[config.mk]
export PLATFORM = sky130hd
export DESIGN_NAME = utf16_to_wtf8_encoder
export DESIGN_NICKNAME = d
export VERILOG_FILES = /design/src/hdl/utw8_pkg.sv /design/src/hdl/utw8_front.sv /design/src/hdl/utw8_queue.sv /design/src/hdl/utw8_back.sv /design/src/hdl/utf16_to_wtf8_encoder.sv
export SDC_FILE = /design/constraint.sdc
export NUM_CORES = 1
export LEC_CHECK = 0
export ABC_CLOCK_PERIOD_IN_PS = 5500
export BUFFER_PORTS_ARGS = -buffer_cell sky130_fd_sc_hd__buf_4
export CAP_MARGIN = 20
export CORE_MARGIN = 10
export CORE_UTILIZATION = 59
export CTS_CLUSTER_SIZE = 16
export DETAILED_ROUTE_END_ITERATION = 16
export PLACE_DENSITY = 0.82
export SLEW_MARGIN = 20
export SYNTH_ARGS = -nofsm -noshare
export SYNTH_HDL_FRONTEND = slang
export SYNTH_SLANG_ARGS = --single-unit
export TNS_END_PERCENT = 50
[constraint.sdc]
create_clock -name aclk -period 5.5 [get_ports aclk]
set_clock_uncertainty 0.1 [all_clocks]
set_input_delay 1.1 -clock aclk [delete_from_list [all_inputs] [get_ports aclk]]
set_output_delay 1.1 -clock aclk [all_outputs]
set_load 0.005 [all_outputs]
[src/hdl/utw8_pkg.sv]
// utw8_pkg: shared types, constants and byte-encoding functions for the
// utf-16 to wtf-8 encoder
// no dependencies
package utw8_pkg;

    localparam int QUEUE_DEPTH = 4;
    localparam int QUEUE_AW    = $clog2(QUEUE_DEPTH);
    localparam int QUEUE_CW    = $clog2(QUEUE_DEPTH + 1);
    localparam int JOB_BYTES   = 6;
    localparam int JOB_CW      = $clog2(JOB_BYTES + 1);

    localparam logic [5:0]  HIGH_PREFIX = 6'b110110;
    localparam logic [5:0]  LOW_PREFIX  = 6'b110111;
    localparam logic [10:0] PLANE_OFFSET = 11'h040;

    typedef enum logic [2:0] {
        KIND_ASCII = 3'd0,
        KIND_TWO   = 3'd1,
        KIND_THREE = 3'd2,
        KIND_HIGH  = 3'd3,
        KIND_LOW   = 3'd4
    } kind_t;

    typedef struct packed {
        logic [JOB_CW-1:0]            count;
        logic [JOB_BYTES-1:0][7:0]    bytes;
    } job_t;

    typedef struct packed {
        logic full;
        logic empty;
    } queue_status_t;

    function automatic kind_t unit_kind(input logic [15:0] u);
        kind_t k;
        if (u[15:10] == HIGH_PREFIX) begin
            k = KIND_HIGH;
        end else if (u[15:10] == LOW_PREFIX) begin
            k = KIND_LOW;
        end else if (u[15:7] == 9'd0) begin
            k = KIND_ASCII;
        end else if (u[15:11] == 5'd0) begin
            k = KIND_TWO;
        end else begin
            k = KIND_THREE;
        end
        return k;
    endfunction

    // first byte in element 0
    function automatic logic [2:0][7:0] enc_three(input logic [15:0] u);
        logic [2:0][7:0] b;
        b[0] = {4'b1110, u[15:12]};
        b[1] = {2'b10, u[11:6]};
        b[2] = {2'b10, u[5:0]};
        return b;
    endfunction

endpackage

[src/hdl/utw8_front.sv]
// utw8_front: accepts code units, keeps the held high surrogate and turns each
// unit into a job of up to six bytes
// depends on utw8_pkg
module utw8_front import utw8_pkg::*; (
    input  logic          aclk,
    input  logic          aresetn,
    input  logic [15:0]   s_unit,
    input  logic          s_end_of_string,
    input  logic          s_valid,
    output logic          s_ready,
    input  queue_status_t q_status,
    output logic          push,
    output job_t          push_job
);

    logic [9:0]       held_high_reg;
    logic [9:0]       held_high_next;
    logic             held_valid_reg;
    logic             held_valid_next;
    logic             accept;
    kind_t            kind;
    logic             pair;
    logic             flush;
    logic [2:0][7:0]  sec;
    logic [JOB_CW-1:0] sec_n;
    logic [10:0]      plane;

    assign s_ready = !q_status.full;
    assign accept  = s_valid && s_ready;
    assign kind    = unit_kind(s_unit);
    assign pair    = held_valid_reg && (kind == KIND_LOW);
    assign flush   = held_valid_reg && !pair;
    assign plane   = {1'b0, held_high_reg} + PLANE_OFFSET;

    always_comb begin
        sec   = enc_three(s_unit);
        sec_n = JOB_CW'(0);
        unique case (kind)
            KIND_ASCII: begin
                sec[0] = s_unit[7:0];
                sec_n  = JOB_CW'(1);
            end
            KIND_TWO: begin
                sec[0] = {3'b110, s_unit[10:6]};
                sec[1] = {2'b10, s_unit[5:0]};
                sec_n  = JOB_CW'(2);
            end
            KIND_THREE, KIND_LOW: begin
                sec_n = JOB_CW'(3);
            end
            KIND_HIGH: begin
                sec_n = s_end_of_string ? JOB_CW'(3) : JOB_CW'(0);
            end
            default: begin
                sec_n = JOB_CW'(0);
            end
        endcase
    end

    always_comb begin
        push_job = '0;
        if (pair) begin
            push_job.bytes[0] = {5'b11110, plane[10:8]};
            push_job.bytes[1] = {2'b10, plane[7:2]};
            push_job.bytes[2] = {2'b10, plane[1:0], s_unit[9:6]};
            push_job.bytes[3] = {2'b10, s_unit[5:0]};
            push_job.count    = JOB_CW'(4);
        end else if (flush) begin
            push_job.bytes[2:0] = enc_three({HIGH_PREFIX, held_high_reg});
            push_job.bytes[5:3] = sec;
            push_job.count      = JOB_CW'(3) + sec_n;
        end else begin
            push_job.bytes[2:0] = sec;
            push_job.count      = sec_n;
        end
    end

    assign push = accept && (push_job.count != JOB_CW'(0));

    always_comb begin
        held_high_next  = held_high_reg;
        held_valid_next = held_valid_reg;
        if (accept) begin
            if ((kind == KIND_HIGH) && !s_end_of_string) begin
                held_high_next  = s_unit[9:0];
                held_valid_next = 1'b1;
            end else begin
                held_high_next  = 10'd0;
                held_valid_next = 1'b0;
            end
        end
    end

    always_ff @(posedge aclk) begin
        if (!aresetn) begin
            held_high_reg  <= 10'd0;
            held_valid_reg <= 1'b0;
        end else begin
            held_high_reg  <= held_high_next;
            held_valid_reg <= held_valid_next;
        end
    end

endmodule

[src/hdl/utw8_queue.sv]
// utw8_queue: short job queue between the front and back parts
// depends on utw8_pkg
module utw8_queue import utw8_pkg::*; (
    input  logic          aclk,
    input  logic          aresetn,
    input  logic          push,
    input  job_t          push_job,
    input  logic          pop,
    output job_t          head_job,
    output queue_status_t q_status
);

    job_t                mem_reg [QUEUE_DEPTH];
    logic [QUEUE_AW-1:0] wr_ptr_reg;
    logic [QUEUE_AW-1:0] wr_ptr_next;
    logic [QUEUE_AW-1:0] rd_ptr_reg;
    logic [QUEUE_AW-1:0] rd_ptr_next;
    logic [QUEUE_CW-1:0] count_reg;
    logic [QUEUE_CW-1:0] count_next;

    assign head_job       = mem_reg[rd_ptr_reg];
    assign q_status.full  = (count_reg == QUEUE_CW'(QUEUE_DEPTH));
    assign q_status.empty = (count_reg == QUEUE_CW'(0));

    always_comb begin
        wr_ptr_next = push ? wr_ptr_reg + QUEUE_AW'(1) : wr_ptr_reg;
        rd_ptr_next = pop  ? rd_ptr_reg + QUEUE_AW'(1) : rd_ptr_reg;
        count_next  = count_reg;
        case ({push, pop})
            2'b10:   count_next = count_reg + QUEUE_CW'(1);
            2'b01:   count_next = count_reg - QUEUE_CW'(1);
            default: count_next = count_reg;
        endcase
    end

    always_ff @(posedge aclk) begin
        if (push) begin
            mem_reg[wr_ptr_reg] <= push_job;
        end
    end

    always_ff @(posedge aclk) begin
        if (!aresetn) begin
            wr_ptr_reg <= '0;
            rd_ptr_reg <= '0;
            count_reg  <= '0;
        end else begin
            wr_ptr_reg <= wr_ptr_next;
            rd_ptr_reg <= rd_ptr_next;
            count_reg  <= count_next;
        end
    end

endmodule

[src/hdl/utw8_back.sv]
// utw8_back: walks the head job byte by byte into the output register
// depends on utw8_pkg
module utw8_back import utw8_pkg::*; (
    input  logic          aclk,
    input  logic          aresetn,
    input  job_t          head_job,
    input  queue_status_t q_status,
    output logic          pop,
    output logic [7:0]    m_out_byte,
    output logic          m_last_of_run,
    output logic          m_valid,
    input  logic          m_ready
);

    logic [JOB_CW-1:0] idx_reg;
    logic [JOB_CW-1:0] idx_next;
    logic              valid_reg;
    logic              valid_next;
    logic [7:0]        byte_reg;
    logic              last_reg;
    logic              load;
    logic              at_end;

    assign load   = !q_status.empty && (!valid_reg || m_ready);
    assign at_end = (idx_reg == head_job.count - JOB_CW'(1));
    assign pop    = load && at_end;

    always_comb begin
        idx_next   = idx_reg;
        valid_next = valid_reg;
        if (load) begin
            idx_next   = at_end ? JOB_CW'(0) : idx_reg + JOB_CW'(1);
            valid_next = 1'b1;
        end else if (m_ready) begin
            valid_next = 1'b0;
        end
    end

    always_ff @(posedge aclk) begin
        if (load) begin
            byte_reg <= head_job.bytes[idx_reg];
            last_reg <= at_end;
        end
    end

    always_ff @(posedge aclk) begin
        if (!aresetn) begin
            idx_reg   <= '0;
            valid_reg <= 1'b0;
        end else begin
            idx_reg   <= idx_next;
            valid_reg <= valid_next;
        end
    end

    assign m_out_byte    = byte_reg;
    assign m_last_of_run = last_reg;
    assign m_valid       = valid_reg;

endmodule

[src/hdl/utf16_to_wtf8_encoder.sv]
// utf16_to_wtf8_encoder: top level of the utf-16 to wtf-8 encoder
// depends on utw8_pkg, utw8_front, utw8_queue, utw8_back
//
// Takes one utf-16 code unit per transaction (tlast marks the end of the
// string) and gives wtf-8 bytes, one per transaction, with tlast on the final
// byte caused by each unit. A high surrogate followed by a low one yields a
// 4-byte sequence; an unpaired surrogate yields its own 3-byte sequence, and a
// high surrogate at the end of the string is flushed at once. A high surrogate
// that is held yields nothing until the next unit. The result side moves one
// byte per cycle while a job waits and the output is not stalled. A unit
// gives 1 to 3 bytes if plain, 4 for a surrogate pair, and 3 more when a held
// surrogate is flushed ahead of the unit, so up to 6. A four-entry queue of
// decoded units sits between input and output, so the input takes a unit
// every cycle while the queue has room.
module utf16_to_wtf8_encoder import utw8_pkg::*; (
    input  logic        aclk,
    input  logic        aresetn,
    input  logic [15:0] s_axis_tdata,  // [15:0] utf-16 unit
    input  logic        s_axis_tlast,
    input  logic        s_axis_tvalid,
    output logic        s_axis_tready,
    output logic [7:0]  m_axis_tdata,  // [7:0] out_byte
    output logic        m_axis_tlast,
    output logic        m_axis_tvalid,
    input  logic        m_axis_tready
);

    queue_status_t q_status;
    logic          push;
    job_t          push_job;
    logic          pop;
    job_t          head_job;
    logic          out_first_reg;

    utw8_front u_front (
        .aclk            (aclk),
        .aresetn         (aresetn),
        .s_unit          (s_axis_tdata),
        .s_end_of_string (s_axis_tlast),
        .s_valid         (s_axis_tvalid),
        .s_ready         (s_axis_tready),
        .q_status        (q_status),
        .push            (push),
        .push_job        (push_job)
    );

    utw8_queue u_queue (
        .aclk     (aclk),
        .aresetn  (aresetn),
        .push     (push),
        .push_job (push_job),
        .pop      (pop),
        .head_job (head_job),
        .q_status (q_status)
    );

    utw8_back u_back (
        .aclk          (aclk),
        .aresetn       (aresetn),
        .head_job      (head_job),
        .q_status      (q_status),
        .pop           (pop),
        .m_out_byte    (m_axis_tdata),
        .m_last_of_run (m_axis_tlast),
        .m_valid       (m_axis_tvalid),
        .m_ready       (m_axis_tready)
    );

    // tracks whether the next output byte opens a run
    always_ff @(posedge aclk) begin
        if (!aresetn) begin
            out_first_reg <= 1'b1;
        end else if (m_axis_tvalid && m_axis_tready) begin
            out_first_reg <= m_axis_tlast;
        end
    end

    a_run_continues: assert property (@(posedge aclk) disable iff (!aresetn)
        m_axis_tvalid && m_axis_tready && !m_axis_tlast |=> m_axis_tvalid)
        else $error("output run broken before its last byte");

    a_lead_byte: assert property (@(posedge aclk) disable iff (!aresetn)
        m_axis_tvalid && out_first_reg |-> m_axis_tdata[7:6] != 2'b10)
        else $error("run opens with a continuation byte");

    a_out_stable: assert property (@(posedge aclk) disable iff (!aresetn)
        m_axis_tvalid && !m_axis_tready |=>
            m_axis_tvalid && $stable(m_axis_tdata) && $stable(m_axis_tlast))
        else $error("waiting output transaction changed");

    a_queue_room: assert property (@(posedge aclk) disable iff (!aresetn)
        q_status.full |-> !s_axis_tready)
        else $error("input taken while job queue is full");

endmodule
# After elaboration in Yosys (flattened, before gate mapping)
# Memory sizes are Yosys's and may differ from the RTL's. A register that Yosys moved wholly into a read port is not among the register bits.
# Cells that the tools add are included.
classes:
  add_sub_neg: 8
  magnitude_cmp: 1
  eq_ne: 10
  n_mux: 26
  reduce_logical: 21
op_table:
  columns: ["cell", "n"]
  rows:
  - ["$mux 32", 1]
  - ["$bmux 8 s3", 1]
  - ["$mux 24", 1]
  - ["$mux 22", 1]
  - ["$mux 3", 6]
  - ["$mux 16", 1]
  - ["$pmux 8 s2", 1]
  - ["$eq 6x6->1 const B", 2]
  - ["$pmux 3 s4", 1]
  - ["$add 10x7->11 const B", 1]
  - ["$mux 10", 1]
  - ["$logic_not 9->1", 1]
  - ["$mux 2", 4]
  - ["$mux 8", 1]
  - ["$logic_and 1x1->1", 7]
  - ["$add 3x1->3 const B", 2]
  - ["$eq 3x2->1 const B", 2]
  - ["$eq 3x3->1 const B", 2]
  - ["$logic_not 3->1", 2]
  - ["$mux 6", 1]
  - ["$pmux 3 s2", 1]
  - ["$sub 3x1->3 const B", 2]
  - ["$logic_not 1->1", 5]
  - ["$logic_not 5->1", 1]
  - ["12 further kinds", 18]
totals:
  register_bits: 31
  mem_bits_rw: 204
  input_bits: 21
  out_inout_bits: 11
  elab_cells: 76
  n_memories: 1
mem_list:
  columns: ["name", "depth", "width", "rd", "rd_clocked_by_memory_dff", "write_ports", "line_no", "source"]
  rows:
  - ["u_queue.mem_reg", 4, 51, 1, 1, 1, "utw8_queue.sv:13", "job_t mem_reg [QUEUE_DEPTH];"]

# Depth between registers and ports, before layout
depth:
  depth_word: 15
  depth_mapped: 15
  mapped_depth_nobuf: 14

# Cells and area by module
# Synthesis repeated with hierarchy kept, for this count alone.
hier_totals:
  hier_cells: 580
  hier_area_um2: 10083.4
modules_own_cells:
  columns: ["module", "n_inst", "cells_each", "area_each_um2", "seq_area_each_um2"]
  rows:
  - ["utw8_queue", 1, 313, 7868.8, 6306.0]
  - ["utw8_front", 1, 192, 1326.3, 220.2]
  - ["utw8_back", 1, 75, 888.4, 350.3]

# Worst setup path after synthesis
# No wires, ideal clock.
synth_path:
  path_kind: "input to register"
  startpoint: "in s_axis_tdata[10]"
  endpoint: "mem u_queue.mem_reg[0][0] (netlist name), enable pin"
  setup_time_ns: 0.406
  arrival_ns: 3.695
  t_required_ns: 4.994
  setup_slack_ns: 1.299
  path_stages: 8
  path_cell_list: "nor4_4 buf_2 o21ai_0 ha_1 o211ai_1 a22oi_1 a31oi_2 and2_1"
synth_between:
  elab_chain_cells: 14
synth_lines:
  columns: ["item", "line_no", "source"]
  rows:
  - ["from (decl)", "utf16_to_wtf8_encoder.sv:18", "input logic [15:0] s_axis_tdata,"]
  - ["$logic_not 9->1", "utw8_pkg.sv:40", "end else if (u[15:7] == 9'd0) begin"]
  - ["$mux 3", "utw8_pkg.sv:40", null]
  - ["$mux 3", "utw8_pkg.sv:38", "end else if (u[15:10] == LOW_PREFIX) begin"]
  - ["$mux 3 *", "utw8_pkg.sv:36", "if (u[15:10] == HIGH_PREFIX) begin"]
  - ["$eq 3x2->1 / $eq 3x3->1 (equally long branches)", "utw8_front.sv:38, utw8_front.sv:31", null]
  - ["$reduce_or 2->1 / $logic_and 1x1->1 (equally long branches)", "utw8_front.sv:38, utw8_front.sv:31", null]
  - ["$pmux 3 s4 / $logic_not 1->1 (equally long branches)", "utw8_front.sv:38, utw8_front.sv:32", null]
  - ["$add 2x3->3 / $logic_and 1x1->1 (equally long branches)", "utw8_front.sv:71, utw8_front.sv:32", null]
  - ["$mux 3", "utw8_front.sv:68", "end else if (flush) begin"]
  - ["$mux 3 *", "utw8_front.sv:62", "if (pair) begin"]
  - ["$reduce_bool 3->1 *", "utw8_front.sv:78", "assign push = accept && (push_job.count != JOB_CW'(0));"]
  - ["$logic_and 1x1->1 *", "utw8_front.sv:78", null]
  - ["$mux 1 *", "utw8_queue.sv:37", "if (push) begin"]
  - ["$mux 1 (not written as such) *", "utw8_queue.sv:38", "mem_reg[wr_ptr_reg] <= push_job;"]
  - ["to (decl)", "utw8_queue.sv:13", null]
# Every way passes the cells marked *; elsewhere a longest branch is shown, timed or not.

# Worst setup path after layout
layout_path:
  startpoint: "in s_axis_tdata[10]"
  endpoint: "reg u_queue.count_reg[2]"
layout_between:
  elab_chain_cells: 14
layout_lines:
  columns: ["item", "line_no", "source"]
  rows:
  - ["$logic_not 9->1", "utw8_pkg.sv:40", null]
  - ["$mux 3", "utw8_pkg.sv:40", null]
  - ["$mux 3", "utw8_pkg.sv:38", null]
  - ["$mux 3 *", "utw8_pkg.sv:36", null]
  - ["$eq 3x2->1 / $eq 3x3->1 (equally long branches)", "utw8_front.sv:38, utw8_front.sv:31", null]
  - ["$reduce_or 2->1 / $logic_and 1x1->1 (equally long branches)", "utw8_front.sv:38, utw8_front.sv:31", null]
  - ["$pmux 3 s4 / $logic_not 1->1 (equally long branches)", "utw8_front.sv:38, utw8_front.sv:32", null]
  - ["$add 2x3->3 / $logic_and 1x1->1 (equally long branches)", "utw8_front.sv:71, utw8_front.sv:32", null]
  - ["$mux 3", "utw8_front.sv:68", null]
  - ["$mux 3 *", "utw8_front.sv:62", null]
  - ["$reduce_bool 3->1 *", "utw8_front.sv:78", null]
  - ["$logic_and 1x1->1 *", "utw8_front.sv:78", null]
  - ["$eq 2x1->1 / $eq 2x2->1 (equally long branches)", "utw8_queue.sv:29", "case ({push, pop})"]
  - ["$pmux 3 s2 / $reduce_bool 2->1 (equally long branches)", null, null]
  - ["to (signal assigned)", "utw8_queue.sv:50", "count_reg <= count_next;"]
  - ["to (decl)", "utw8_queue.sv:18", "logic [QUEUE_CW-1:0] count_reg;"]
# Marked as above.
# A chain may end at the register's enable or synchronous reset.

==> key figures <==
Run status
  • Status: complete, no violations

Clocking
  • Hold bufs inserted after CTS: 0
  • Root buffer cell: clkbuf_16
  • CTS tree: done
  • Cts bufs inserted: 22
  • Setup Buffers After CTS: 0
  • CTS clock-pin slew for the worst setup and hold paths: 60 ps
  • Clk_lat worst skew: 500 ps
  • H-Tree Level Count: 1
  • CTS sink count: around 210
  • CTS max path bufs: 3
  • Cts repair resizes: 0

Timing
  • Min cycle time layout: 3810 ps
  • Endpoints failing hold: 0
  • Final setup fails: 0
  • Slew Limit Fails: 0
  • Setup TNS: 0 ps
  • Max-slew headroom: 0.314
  • Crit share post-route: 0.692
  • Tightest Pin Transition: between 1000 and 1500 ps
  • RSZ-0062 raised after global routing: no
  • Maximum clock rate: roughly 260 MHz

Finish
  • Diodes inserted: 0
  • Max reg flops: 176
  • Layout area overhead: 12.7%
  • Design area: 10100 um^2
  • Share of cells above drive strength 1: 0.232
  • # nets final: 598
  • Final core occ: 0.684

Setup path
  • Endpoint class of the critical path: flop
  • Worst EP required: 5810 ps
  • Startpoint types: input port
  • Setup CP Type: input port to flop
  • Worst-path fanout max: 12
  • Crit path arrival time: around 4100 ps

Route
  • Via density: roughly 6.4
  • 1st-iter DRT viols: 518
  • Total Wirelength: 19.2 mm
  • Residual DRC count: 0
  • Antenna viol nets, final: 0
  • DR WL/cell: 25.1 um
  • Drt pass-1 iters: 5
  • Vias: 4916

Logic synthesis
  • Yosys reg bits: ~210
  • Count leader, synth: edfxtp_1
  • Ys flop type: edfxtp_1
  • Largest cells by area after synthesis: edfxtp_1 62%, mux4_2 12%, dfxtp_1 5.4%
  • Post-synth EDFFs: 185
  • Async SR Flop Fraction: 0
  • Sequential area share after synthesis: 0.676
  • Top post-synthesis cells by count: 185 x edfxtp_1, 46 x mux4_2, 31 x nand2_1
  • Mapped Area: 8930 um^2
  • Post-Synthesis Cells: between 500 and 600
  • Post-synth net total: around 560
  • Avg Inst Size Synth: about 17 um^2
  • Area leader, netlist: edfxtp_1
  • Synth top area share: 0.622
  • Ys Warns: 0
  • Count of cell types in the netlist: 51

Floorplanning
  • CORE AREA: 14700 um^2
  • Row count: 44
  • Die Wd: 143 um
  • # IOs: 32
  • Die height: 143 um
  • Die area: 20500 um^2
  • Starting density of the core: 0.607

Power and ir drop
  • Peak supply drop: 0.000220 V
  • Leak Pwr: around 3.4 nW
  • Pwr dens: 383 nW/um^2

Placement
  • Routability congestion estimate: 0.858
  • DP Area: 9350 um^2
  • Port buffer count: 31
  • DP HPWL: 12.3 mm

Global routing
  • Pin count of the biggest net entering global routing: 49
  • Initial antenna violation count: 0
  • Total congestion overflow: 0
  • First-pass GRT wire length: 29.8 mm
  • GRT Total Usage: 0.193
  • Vias in the first global route: 5067

Worst hold path
  • Min-Delay Path Class: flop to flop

Job
  • Max-cap violations: 0
-- per-stage QoR --
step                hold slack (ps)  instances  setup slack [ps]  total power, mW
floorplan                       349        528              1300             2.25
global route                    403        766              1410             3.98
detailed placement              364        727              1210             2.44
CTS                             372        766              1700             3.87
global placement                355        727              1350             2.42
finish                          369        766              1690             3.85
-- power breakdown --
part | switching [mW] | internal, mW | leakage (nW)
logic | 0.252 | 0.228 | 1.16
clock network | 0.563 | 0.885 | 0.346
registers | 0.0734 | 1.85 | 1.85
total | 0.889 | 2.96 | 3.36
-- cells in the final DEF, fill, tap and decap left out, types with 11 or more instances in the layout --
cell	instances
edfxtp_1	185
dfxtp_1	22
nand2_1	31
nor2b_1	12
mux2i_1	24
mux4_2	46
buf_4	43
nor2_1	27
a22oi_1	11
clkbuf_16	23
inv_1	19
-- worst max-delay path: stages --
cell and delay, ps:
buf_4 160, nor4_4 280, buf_4 230, nand3b_1 240, nand2_1 130, ha_1 160
o211ai_1 100, a22oi_1 180, a31oi_2 200, inv_1 110, ha_1 190, inv_1 60
fa_1 370, xor2_1 160, or3_1 290, a21boi_0 160
-- cell type report --
class,count,area (um^2)
timing repair buffer,43,323
clock inverter,6,77.6
inverter,20,75.1
fill,939,4640
clock buffer,33,633
sequential,209,6040
tap,184,230
multi-input combinational,271,2680
-- routing by layer --
layer  global-route usage  wire length, um  vias to the layer above  share of wire
met3               0.0418             1790                       27          0.093
met4               0.0494              315                        0          0.016
met1                0.263             7900                     2485           0.41
met5                    0                0                        -              0
met2                0.310             9230                      253           0.48
li1                     -                -                     2151              -
-- path summary, 6_finish.rpt --
kind / from / end / slack (ps) / cells after the start
worst max-delay path: s_axis_tdata[10] / u_queue.count_reg[2]$_SDFFE_PN0P_ / 1690 / 16
worst min-delay path: u_queue.rd_ptr_reg[1]$_SDFFE_PN0P_ / flop / 370 / 2
worst max register to register: flop / u_queue.count_reg[2]$_SDFFE_PN0P_ / 1770 / 13
worst min register to register: u_queue.rd_ptr_reg[1]$_SDFFE_PN0P_ / flop / 370 / 2
-- kinds of logic after synthesis --
| group | after synthesis | share of synthesized area |
|---|---|---|
| adder cells (fa/ha/maj) | 10 | 0.0149 |
| buffers and inverters | 48 | 0.0242 |
| AND/OR/NAND/NOR | 111 | 0.0688 |
| XOR/XNOR | 11 | 0.0108 |
| multiplexers | 74 | 0.155 |
| flip-flops | 209 | 0.676 |
| AO/OA/AOI/OAI | 65 | 0.0506 |
Power figures use the tool's default switching activity.
